===== src/rtl/core/gated_frequency_counter_display_defines.svh =====
// Assertion macros shared by the gated frequency counter modules.
// Depends on nothing; each user provides signals named clock and reset.
`ifndef GATED_FREQUENCY_COUNTER_DISPLAY_DEFINES_SVH
`define GATED_FREQUENCY_COUNTER_DISPLAY_DEFINES_SVH
`ifndef SYNTHESIS
`define GFCD_ASSERT_ALWAYS(name, expr) \
   name: assert property (@(posedge clock) disable iff (reset) (expr)) \
      else $error("assertion failed");
`define GFCD_ASSERT_SAME(name, ante, cons) \
   name: assert property (@(posedge clock) disable iff (reset) (ante) |-> (cons)) \
      else $error("assertion failed");
`define GFCD_ASSERT_NEXT(name, ante, cons) \
   name: assert property (@(posedge clock) disable iff (reset) (ante) |=> (cons)) \
      else $error("assertion failed");
`else
`define GFCD_ASSERT_ALWAYS(name, expr)
`define GFCD_ASSERT_SAME(name, ante, cons)
`define GFCD_ASSERT_NEXT(name, ante, cons)
`endif
`endif


===== src/rtl/core/gfcd_pkg.sv =====
// Shared constants, character codes and command/status types of the
// gated frequency counter. Depends on nothing.
`default_nettype none
package gfcd_pkg;

   localparam int COUNT_BITS = 32;
   localparam logic [COUNT_BITS-1:0] COUNT_MAX = {COUNT_BITS{1'b1}};

   // Decimal limits of the report format.
   localparam logic [COUNT_BITS-1:0] LIMIT_UNITS = COUNT_BITS'(1000);
   localparam logic [COUNT_BITS-1:0] LIMIT_UPPER_K = COUNT_BITS'(100000);
   localparam logic [COUNT_BITS-1:0] LIMIT_MEGA = COUNT_BITS'(1000000);

   // Binary to BCD conversion of counts below one million.
   localparam int BIN_BITS = 20;
   localparam int BCD_DIGITS = 6;
   localparam int STEP_BITS = $clog2(BIN_BITS);
   localparam logic [STEP_BITS-1:0] LAST_STEP = STEP_BITS'(BIN_BITS - 1);

   localparam logic [15:0] GATE_RESET = 16'd31250;

   localparam logic [7:0] CHAR_NUL = 8'h00;
   localparam logic [7:0] CHAR_ZERO = 8'h30;
   localparam logic [7:0] CHAR_UPPER_K = 8'h4B;
   localparam logic [7:0] CHAR_LOWER_K = 8'h6B;
   localparam logic [7:0] CHAR_SPACE = 8'h20;
   localparam logic [7:0] CHAR_H = 8'h48;
   localparam logic [7:0] CHAR_Z = 8'h7A;

   typedef enum logic [2:0] {
      SEL_CLEAR,
      SEL_DIGIT,
      SEL_SUFFIX,
      SEL_SPACE,
      SEL_H,
      SEL_Z
   } char_sel_type;

   typedef struct packed {
      logic         item_accept;
      logic         convert_step;
      logic         load_index;
      logic         dec_index;
      char_sel_type char_sel;
   } command_type;

   typedef struct packed {
      logic window_end;
      logic conv_last;
      logic index_zero;
      logic below_units;
      logic at_mega;
   } status_type;

endpackage
`default_nettype wire


===== src/rtl/core/gated_frequency_counter_display.sv =====
// Top level of the gated frequency counter with character report.
// Depends on gfcd_pkg, gfcd_controller and gfcd_datapath.
//
//   Channel   Direction  Handshake                    Payload
//   req       in         req_valid / req_ready        req_rising_edge, req_timer_tick
//   rsp       out        rsp_valid / rsp_ready        rsp_char_code, rsp_clear_screen,
//                                                     rsp_last
//   csr       in         csr_write_enable (no wait)   csr_write_data (gate ticks)
//
// Items that do not close the gate window are accepted back to back in every
// cycle.
// An item that closes the window is followed by binary to BCD conversion
// (one shift-and-adjust step per cycle), then by four to eight
// character transfers, one per cycle when rsp_ready stays high.
// Input is refused from the closing item until the cycle after the final 'z'
// transfer; a stall on rsp simply holds the current character.
// Synchronous active-high reset restores a gate of 31250 ticks and zero counts.
`default_nettype none
module gated_frequency_counter_display
   import gfcd_pkg::*;
(
   input  wire logic        clock,
   input  wire logic        reset,
   input  wire logic        req_valid,
   output logic             req_ready,
   input  wire logic        req_rising_edge,
   input  wire logic        req_timer_tick,
   output logic             rsp_valid,
   input  wire logic        rsp_ready,
   output logic [7:0]       rsp_char_code,
   output logic             rsp_clear_screen,
   output logic             rsp_last,
   input  wire logic        csr_write_enable,
   input  wire logic [15:0] csr_write_data
);

   // Commands flow from the controller to the datapath, status the other way.
   command_type cmd;
   status_type  status;

   gfcd_controller u_controller (
      .clock     (clock),
      .reset     (reset),
      .req_valid (req_valid),
      .req_ready (req_ready),
      .rsp_valid (rsp_valid),
      .rsp_ready (rsp_ready),
      .status    (status),
      .cmd       (cmd)
   );

   // The datapath counts edges and ticks on each accepted transfer and forms
   // the character held on rsp while the controller presents it.
   gfcd_datapath u_datapath (
      .clock            (clock),
      .reset            (reset),
      .csr_write_enable (csr_write_enable),
      .csr_write_data   (csr_write_data),
      .req_rising_edge  (req_rising_edge),
      .req_timer_tick   (req_timer_tick),
      .cmd              (cmd),
      .status           (status),
      .rsp_char_code    (rsp_char_code),
      .rsp_clear_screen (rsp_clear_screen),
      .rsp_last         (rsp_last)
   );

endmodule
`default_nettype wire


===== src/rtl/core/gfcd_datapath.sv =====
// Datapath: gate register, edge and tick counters, BCD conversion and
// character selection. Depends on gfcd_pkg and the defines header.
`default_nettype none
`include "gated_frequency_counter_display_defines.svh"
module gfcd_datapath
   import gfcd_pkg::*;
(
   input  wire logic        clock,
   input  wire logic        reset,
   input  wire logic        csr_write_enable,
   input  wire logic [15:0] csr_write_data,
   input  wire logic        req_rising_edge,
   input  wire logic        req_timer_tick,
   input  wire command_type cmd,
   output status_type       status,
   output logic [7:0]       rsp_char_code,
   output logic             rsp_clear_screen,
   output logic             rsp_last
);

   logic [15:0]             gate_ff;
   logic [15:0]             tick_count_ff;
   logic [COUNT_BITS-1:0]   edge_count_ff;
   logic [COUNT_BITS-1:0]   report_count_ff;
   logic [BIN_BITS-1:0]     bin_ff;
   logic [4*BCD_DIGITS-1:0] bcd_ff;
   logic [STEP_BITS-1:0]    step_ff;
   logic [1:0]              index_ff;

   logic [15:0]             limit;
   logic [16:0]             tick_next;
   logic [COUNT_BITS-1:0]   edge_next;
   logic [4*BCD_DIGITS-1:0] bcd_adjusted;
   logic [3:0]              digit_sel [3];
   logic [1:0]              index_in;
   logic [3:0]              digit_out;
   logic                    upper_k;

   assign limit = (gate_ff == 16'd0) ? 16'd1 : gate_ff;
   assign tick_next = {1'b0, tick_count_ff} + 17'd1;
   assign edge_next = (req_rising_edge && (edge_count_ff != COUNT_MAX)) ?
                      edge_count_ff + COUNT_BITS'(1) : edge_count_ff;

   // Add three to every digit of five or more before the shift.
   always_comb begin
      for (int i = 0; i < BCD_DIGITS; i++) begin
         bcd_adjusted[4*i +: 4] = (bcd_ff[4*i +: 4] >= 4'd5) ?
                                  bcd_ff[4*i +: 4] + 4'd3 : bcd_ff[4*i +: 4];
      end
   end

   // Units digits for small counts, thousands digits otherwise.
   always_comb begin
      for (int i = 0; i < 3; i++) begin
         digit_sel[i] = status.below_units ? bcd_ff[4*i +: 4] : bcd_ff[4*(i+3) +: 4];
      end
   end

   assign index_in = (digit_sel[2] != 4'd0) ? 2'd2 :
                     (digit_sel[1] != 4'd0) ? 2'd1 : 2'd0;

   always_comb begin
      case (index_ff)
         2'd0:    digit_out = digit_sel[0];
         2'd1:    digit_out = digit_sel[1];
         default: digit_out = digit_sel[2];
      endcase
   end

   assign status.window_end = req_timer_tick && (tick_next >= {1'b0, limit});
   assign status.conv_last = (step_ff == LAST_STEP);
   assign status.index_zero = (index_ff == 2'd0);
   assign status.below_units = (report_count_ff < LIMIT_UNITS);
   assign status.at_mega = (report_count_ff >= LIMIT_MEGA);
   assign upper_k = (report_count_ff < LIMIT_UPPER_K);

   always_ff @(posedge clock) begin
      if (reset) begin
         gate_ff <= GATE_RESET;
         tick_count_ff <= 16'd0;
         edge_count_ff <= '0;
         step_ff <= '0;
      end else begin
         if (csr_write_enable) begin
            gate_ff <= csr_write_data;
         end
         if (cmd.item_accept) begin
            if (status.window_end) begin
               report_count_ff <= edge_next;
               bin_ff <= edge_next[BIN_BITS-1:0];
               bcd_ff <= '0;
               step_ff <= '0;
               edge_count_ff <= '0;
               tick_count_ff <= 16'd0;
            end else begin
               edge_count_ff <= edge_next;
               if (req_timer_tick) begin
                  tick_count_ff <= tick_next[15:0];
               end
            end
         end
         if (cmd.convert_step) begin
            bcd_ff <= {bcd_adjusted[4*BCD_DIGITS-2:0], bin_ff[BIN_BITS-1]};
            bin_ff <= {bin_ff[BIN_BITS-2:0], 1'b0};
            step_ff <= step_ff + STEP_BITS'(1);
         end
         if (cmd.load_index) begin
            index_ff <= index_in;
         end else if (cmd.dec_index) begin
            index_ff <= index_ff - 2'd1;
         end
      end
   end

   always_comb begin
      case (cmd.char_sel)
         SEL_CLEAR:  rsp_char_code = CHAR_NUL;
         SEL_DIGIT:  rsp_char_code = CHAR_ZERO + {4'd0, digit_out};
         SEL_SUFFIX: rsp_char_code = upper_k ? CHAR_UPPER_K : CHAR_LOWER_K;
         SEL_SPACE:  rsp_char_code = CHAR_SPACE;
         SEL_H:      rsp_char_code = CHAR_H;
         SEL_Z:      rsp_char_code = CHAR_Z;
         default:    rsp_char_code = CHAR_NUL;
      endcase
   end

   assign rsp_clear_screen = (cmd.char_sel == SEL_CLEAR);
   assign rsp_last = (cmd.char_sel == SEL_Z);

   `GFCD_ASSERT_NEXT(edge_cleared_after_window, cmd.item_accept && status.window_end,
      edge_count_ff == '0)
   `GFCD_ASSERT_NEXT(tick_cleared_after_window, cmd.item_accept && status.window_end,
      tick_count_ff == 16'd0)
   `GFCD_ASSERT_NEXT(edge_count_holds_at_max,
      cmd.item_accept && !status.window_end && edge_count_ff == COUNT_MAX,
      edge_count_ff == COUNT_MAX)

endmodule
`default_nettype wire


===== src/rtl/core/gfcd_controller.sv =====
// Controller: sequences window capture, BCD conversion and the report
// characters. Depends on gfcd_pkg and the defines header.
`default_nettype none
`include "gated_frequency_counter_display_defines.svh"
module gfcd_controller
   import gfcd_pkg::*;
(
   input  wire logic       clock,
   input  wire logic       reset,
   input  wire logic       req_valid,
   output logic            req_ready,
   output logic            rsp_valid,
   input  wire logic       rsp_ready,
   input  wire status_type status,
   output command_type     cmd
);

   typedef enum logic [1:0] {
      ST_IDLE,
      ST_CONVERT,
      ST_SEND
   } state_type;

   state_type    state_ff;
   logic         rsp_valid_ff;
   char_sel_type char_sel_ff;
   logic         send_done;

   assign req_ready = (state_ff == ST_IDLE);
   assign rsp_valid = rsp_valid_ff;
   assign send_done = (state_ff == ST_SEND) && rsp_ready;

   assign cmd.item_accept = req_valid && (state_ff == ST_IDLE);
   assign cmd.convert_step = (state_ff == ST_CONVERT);
   assign cmd.load_index = send_done && (char_sel_ff == SEL_CLEAR);
   assign cmd.dec_index = send_done && (char_sel_ff == SEL_DIGIT) && !status.index_zero;
   assign cmd.char_sel = char_sel_ff;

   always_ff @(posedge clock) begin
      if (reset) begin
         state_ff <= ST_IDLE;
         rsp_valid_ff <= 1'b0;
         char_sel_ff <= SEL_CLEAR;
      end else begin
         case (state_ff)
            ST_IDLE: begin
               if (cmd.item_accept && status.window_end) begin
                  state_ff <= ST_CONVERT;
               end
            end
            ST_CONVERT: begin
               if (status.conv_last) begin
                  state_ff <= ST_SEND;
                  rsp_valid_ff <= 1'b1;
                  char_sel_ff <= SEL_CLEAR;
               end
            end
            ST_SEND: begin
               if (rsp_ready) begin
                  case (char_sel_ff)
                     SEL_CLEAR:  char_sel_ff <= status.at_mega ? SEL_SPACE : SEL_DIGIT;
                     SEL_DIGIT: begin
                        if (status.index_zero) begin
                           char_sel_ff <= status.below_units ? SEL_SPACE : SEL_SUFFIX;
                        end
                     end
                     SEL_SUFFIX: char_sel_ff <= SEL_SPACE;
                     SEL_SPACE:  char_sel_ff <= SEL_H;
                     SEL_H:      char_sel_ff <= SEL_Z;
                     default: begin
                        rsp_valid_ff <= 1'b0;
                        state_ff <= ST_IDLE;
                     end
                  endcase
               end
            end
            default: state_ff <= ST_IDLE;
         endcase
      end
   end

   `GFCD_ASSERT_ALWAYS(no_input_during_report, !(req_ready && rsp_valid_ff))
   `GFCD_ASSERT_NEXT(ready_after_last_transfer,
      rsp_valid_ff && rsp_ready && char_sel_ff == SEL_Z, req_ready && !rsp_valid_ff)
   `GFCD_ASSERT_SAME(valid_only_when_sending, rsp_valid_ff, state_ff == ST_SEND)

endmodule
`default_nettype wire


===== config.mk =====
export PLATFORM = sky130hd
export DESIGN_NAME = gated_frequency_counter_display
export DESIGN_NICKNAME = d
export VERILOG_FILES = /design/src/rtl/core/gfcd_pkg.sv /design/src/rtl/core/gated_frequency_counter_display.sv /design/src/rtl/core/gfcd_datapath.sv /design/src/rtl/core/gfcd_controller.sv
export VERILOG_INCLUDE_DIRS = /design/src /design/src/rtl/core
export SDC_FILE = /design/constraint.sdc
export NUM_CORES = 1
export LEC_CHECK = 0
export BUFFER_PORTS_ARGS = -buffer_cell sky130_fd_sc_hd__buf_2
export CORE_AREA = 2 2 206 147
export DETAILED_ROUTE_END_ITERATION = 10
export DIE_AREA = 0 0 208 149
export MAX_ROUTING_LAYER = met4
export PLACE_DENSITY = 0.5
export RECOVER_POWER = 25
export SYNTH_ARGS = -nofsm -noshare
export SYNTH_HDL_FRONTEND = slang
export SYNTH_SLANG_ARGS = --single-unit

===== constraint.sdc =====
create_clock -name clock -period 15.2 [get_ports clock]
set_input_delay 3.8 -clock clock [delete_from_list [all_inputs] [get_ports clock]]
set_output_delay 3.8 -clock clock [all_outputs]
set_load 0.01 [all_outputs]

==> metrics.txt <==
Worst path slowest cell=nor3_2; Sink Count=150; Area growth syn-to-layout=12.9%; Final setup viols=0; Die Wd=208 µm; Max VDD drop=47.9 µV; Overflow after GRT=0; Post-synth ARST share=0%; HPWL after detailed placement=14.2 mm; max frequency=0.141 GHz; Pint=663 µW; PwrDens=91.1 nW/µm²; sw power=193 µW; htree depth=4; total wire length=19.8 mm; post_cts resized=0; FF+latch area=3750 µm²; Crit path arrival time=3.31 ns; worst min-delay path class=register to register; Hold EP=u_controller.rsp_valid$_SDFFE_PP0P_; setup repair bufs after CTS=0; commonest non-fill, non-tap cell in the layout=nor2_1; Worst Hold Depth=2; Highest Signal Layer=met4; CP peak stage delay=0.75 ns; cells traversed along the worst timing path=nor4_1 > nand3_1 > or4_1 > nor3_2 > mux2_2 > a21oi_1 > nor3_1 > buf_2; largest net degree at the start of global routing=48; global-route wire length before repair=32.9 mm; 1st-iter DRT viols=507; Final Total Pwr=857 µW; layout cells sized above 1=11.0%; setup tns final=0 ns; Seq cells post-synth=150; Routed met1 length=11.3 mm; Crit Path Category=register to output port; Die Area=31000 µm²; worst slew pin tran=2.43 ns; status=finished with violations; DIE HEIGHT=149 µm; Top FF cell, synth=edfxtp_1; Gate power share=3.8%; RSZ-0062 raised after global routing=no; Switching Share=22.6%; final core utilization=32.1%; Warnings, synthesis=0; port bufs=33; vias in the first global route=6040; Max Cap Viol=2; Clk Latency, worst-skew pair=0.42 ns; Netlist cell types=71; Boundary Pins=35; Initial Util=28.4%; drt first pass iters=4; syn_area_per_cell=9.48 µm²; crit share post-route=46.8%; FF-to-FF path depth=16; number of routed nets with antenna violations=0; vias per cell=4.92; slew margin rel.=-62.0%; reg2reg end=u_datapath.edge_count_ff[1]$_SDFFE_PP0P_; Hold Path Origin=u_controller.rsp_valid$_SDFFE_PP0P_; post-layout min period=7.11 ns; commonest non-fill, non-tap cells in the layout=nor2_1, dfxtp_1, edfxtp_1; placed cells=1265; CTS Buf Count=17; vias after detailed routing=6377; Worst setup SP type=register; register area share after synthesis=45.1%; Mapped Cells=879; footprint of the multi-input gates=4250 µm²; failing checks=max-capacitance violations, max-slew violations; DRC=0; CTS tree=done; GPL Wtd Cong=0.836; Reg clk slew, reported paths=0.06 ns; mapped cell area=8330 µm²; Slew Viols, Final=81; Final Hold Fails=0; Clk pwr share=46.3%; # diodes=0; Met2 Wirelength=7.69 mm; fillers=3102; Post-CTS Hold Buffers=0; Leakage Power=0.00367 µW; clock skew=0.0119 ns; GRT Util Overall=13.6%; Post-Syn Nets=935; fin cells=1297; clock buffer depth=2; crit path capture type=output port; root buffer cell=clkbuf_16; Detail Route met3 WL=711 µm; Max FO, Critical Path=12; Flop pwr share=49.9%; Req. time, crit path=11.40 ns; Rows=53; EDFF count, synth=75; Worst R2R Setup Slack=10.42 ns; reg2reg start=u_datapath.tick_count_ff[0]$_SDFFE_PP0P_; core area=29300 µm²; antenna violations before repair=0; Nets=955; drt wl/cell=15.3 µm
-- cells in the mapped netlist, types with 9 or more instances --
master	count	area, µm²
nor2_1	120	450
dfxtp_1	75	1500
edfxtp_1	75	2250
nand2_1	63	236
inv_1	43	161
nand3_1	38	190
a21oi_1	36	180
xnor2_1	36	315
ha_1	33	413
o21ai_0	29	145
xor2_1	29	254
a22o_1	24	210
clkbuf_1	24	90.1
nor3_1	24	120
nand4_1	20	125
a21o_1	16	120
mux2_2	14	158
mux2i_1	14	140
nand2b_1	11	68.8
nor4_1	11	68.8
a31oi_1	10	62.6
o211ai_1	10	75.1
o31ai_1	9	67.6
-- metal layers --
layer	vias to the layer above	track usage, %
met1	3044	20.8
met4	0	3.40
met2	106	18.0
li1	3213	-
met3	14	2.40
met5	-	-
-- layout make-up --
class,count,area share (%)
inverters,43,1.72
repair buffers,40,2.17
clock buffers,21,5.12
clock inverters,11,0.772
multi-input cells,647,45.2
flip-flops and latches,150,39.9
well taps,385,5.12
-- worst max path at each step --
stage | start | depth (start not counted) | endpoint
after CTS | u_datapath.report_count_ff[22]$_DFFE_PP_ | 8 | rsp_char_code[2]
final | u_datapath.report_count_ff[22]$_DFFE_PP_ | 8 | rsp_char_code[2]
after detailed placement | u_datapath.report_count_ff[22]$_DFFE_PP_ | 8 | rsp_char_code[2]
after global placement | u_datapath.report_count_ff[22]$_DFFE_PP_ | 8 | rsp_char_code[2]
after global routing | u_datapath.report_count_ff[22]$_DFFE_PP_ | 8 | rsp_char_code[2]
after floorplan | req_valid | 5 | u_datapath.bcd_ff[0]$_SDFFCE_PN0P_
-- sequential cells by signal, summed over array words and instances, names as in the netlist --
name / count
u_datapath.bcd_ff: 24
u_datapath.gate_ff: 16
u_datapath.step_ff: 5
u_controller.state_ff: 2
u_controller.rsp_valid: 1
u_datapath.report_count_ff: 29
u_controller.char_sel_ff: 3
u_datapath.tick_count_ff: 16
u_datapath.bin_ff: 20
u_datapath.edge_count_ff: 32
u_datapath.index_ff: 2
-- power groups by stage --
stage               sequential [µW]  clock [µW]  combinational [µW]
global route                    428         425                37.1
floorplan                       435           0                22.8
global placement                436           0                32.9
detailed placement              436           0                32.9
finish                          427         397                32.3
CTS                             427         410                33.2
-- per-stage QoR --
stage          hold slack (ns)  instance area, µm²  worst slack (ns)
6_report                 0.492                9400              8.09
5_1_grt                  0.522                9400              7.82
4_1_cts                  0.489                9440              8.04
3_5_place_dp             0.478                8880              8.49
3_3_place_gp             0.480                8880              8.52
2_1_floorplan            0.462                8330              7.96
-- logic make-up after synthesis --
kind of cell	after synthesis	share of synthesized area, %
AND/OR/NAND/NOR	345	20.8
buffers and inverters	82	4.01
multiplexers	29	3.75
adder cells (fa/ha/maj)	33	4.96
XOR/XNOR	66	7.03
other	1	0.0450
flip-flops	150	45.1
AO/OA/AOI/OAI	173	14.4
-- critical path: cells and delay by family, from the launching register on --
family	cells	cell delay [ns]
AOI/OAI and AO/OA	1	0.14
buffers and inverters	1	0.15
DFF	1	0.37
muxes	1	0.41
and+or+nand+nor	5	1.83
Note: power is estimated with default switching activity, not from simulation.
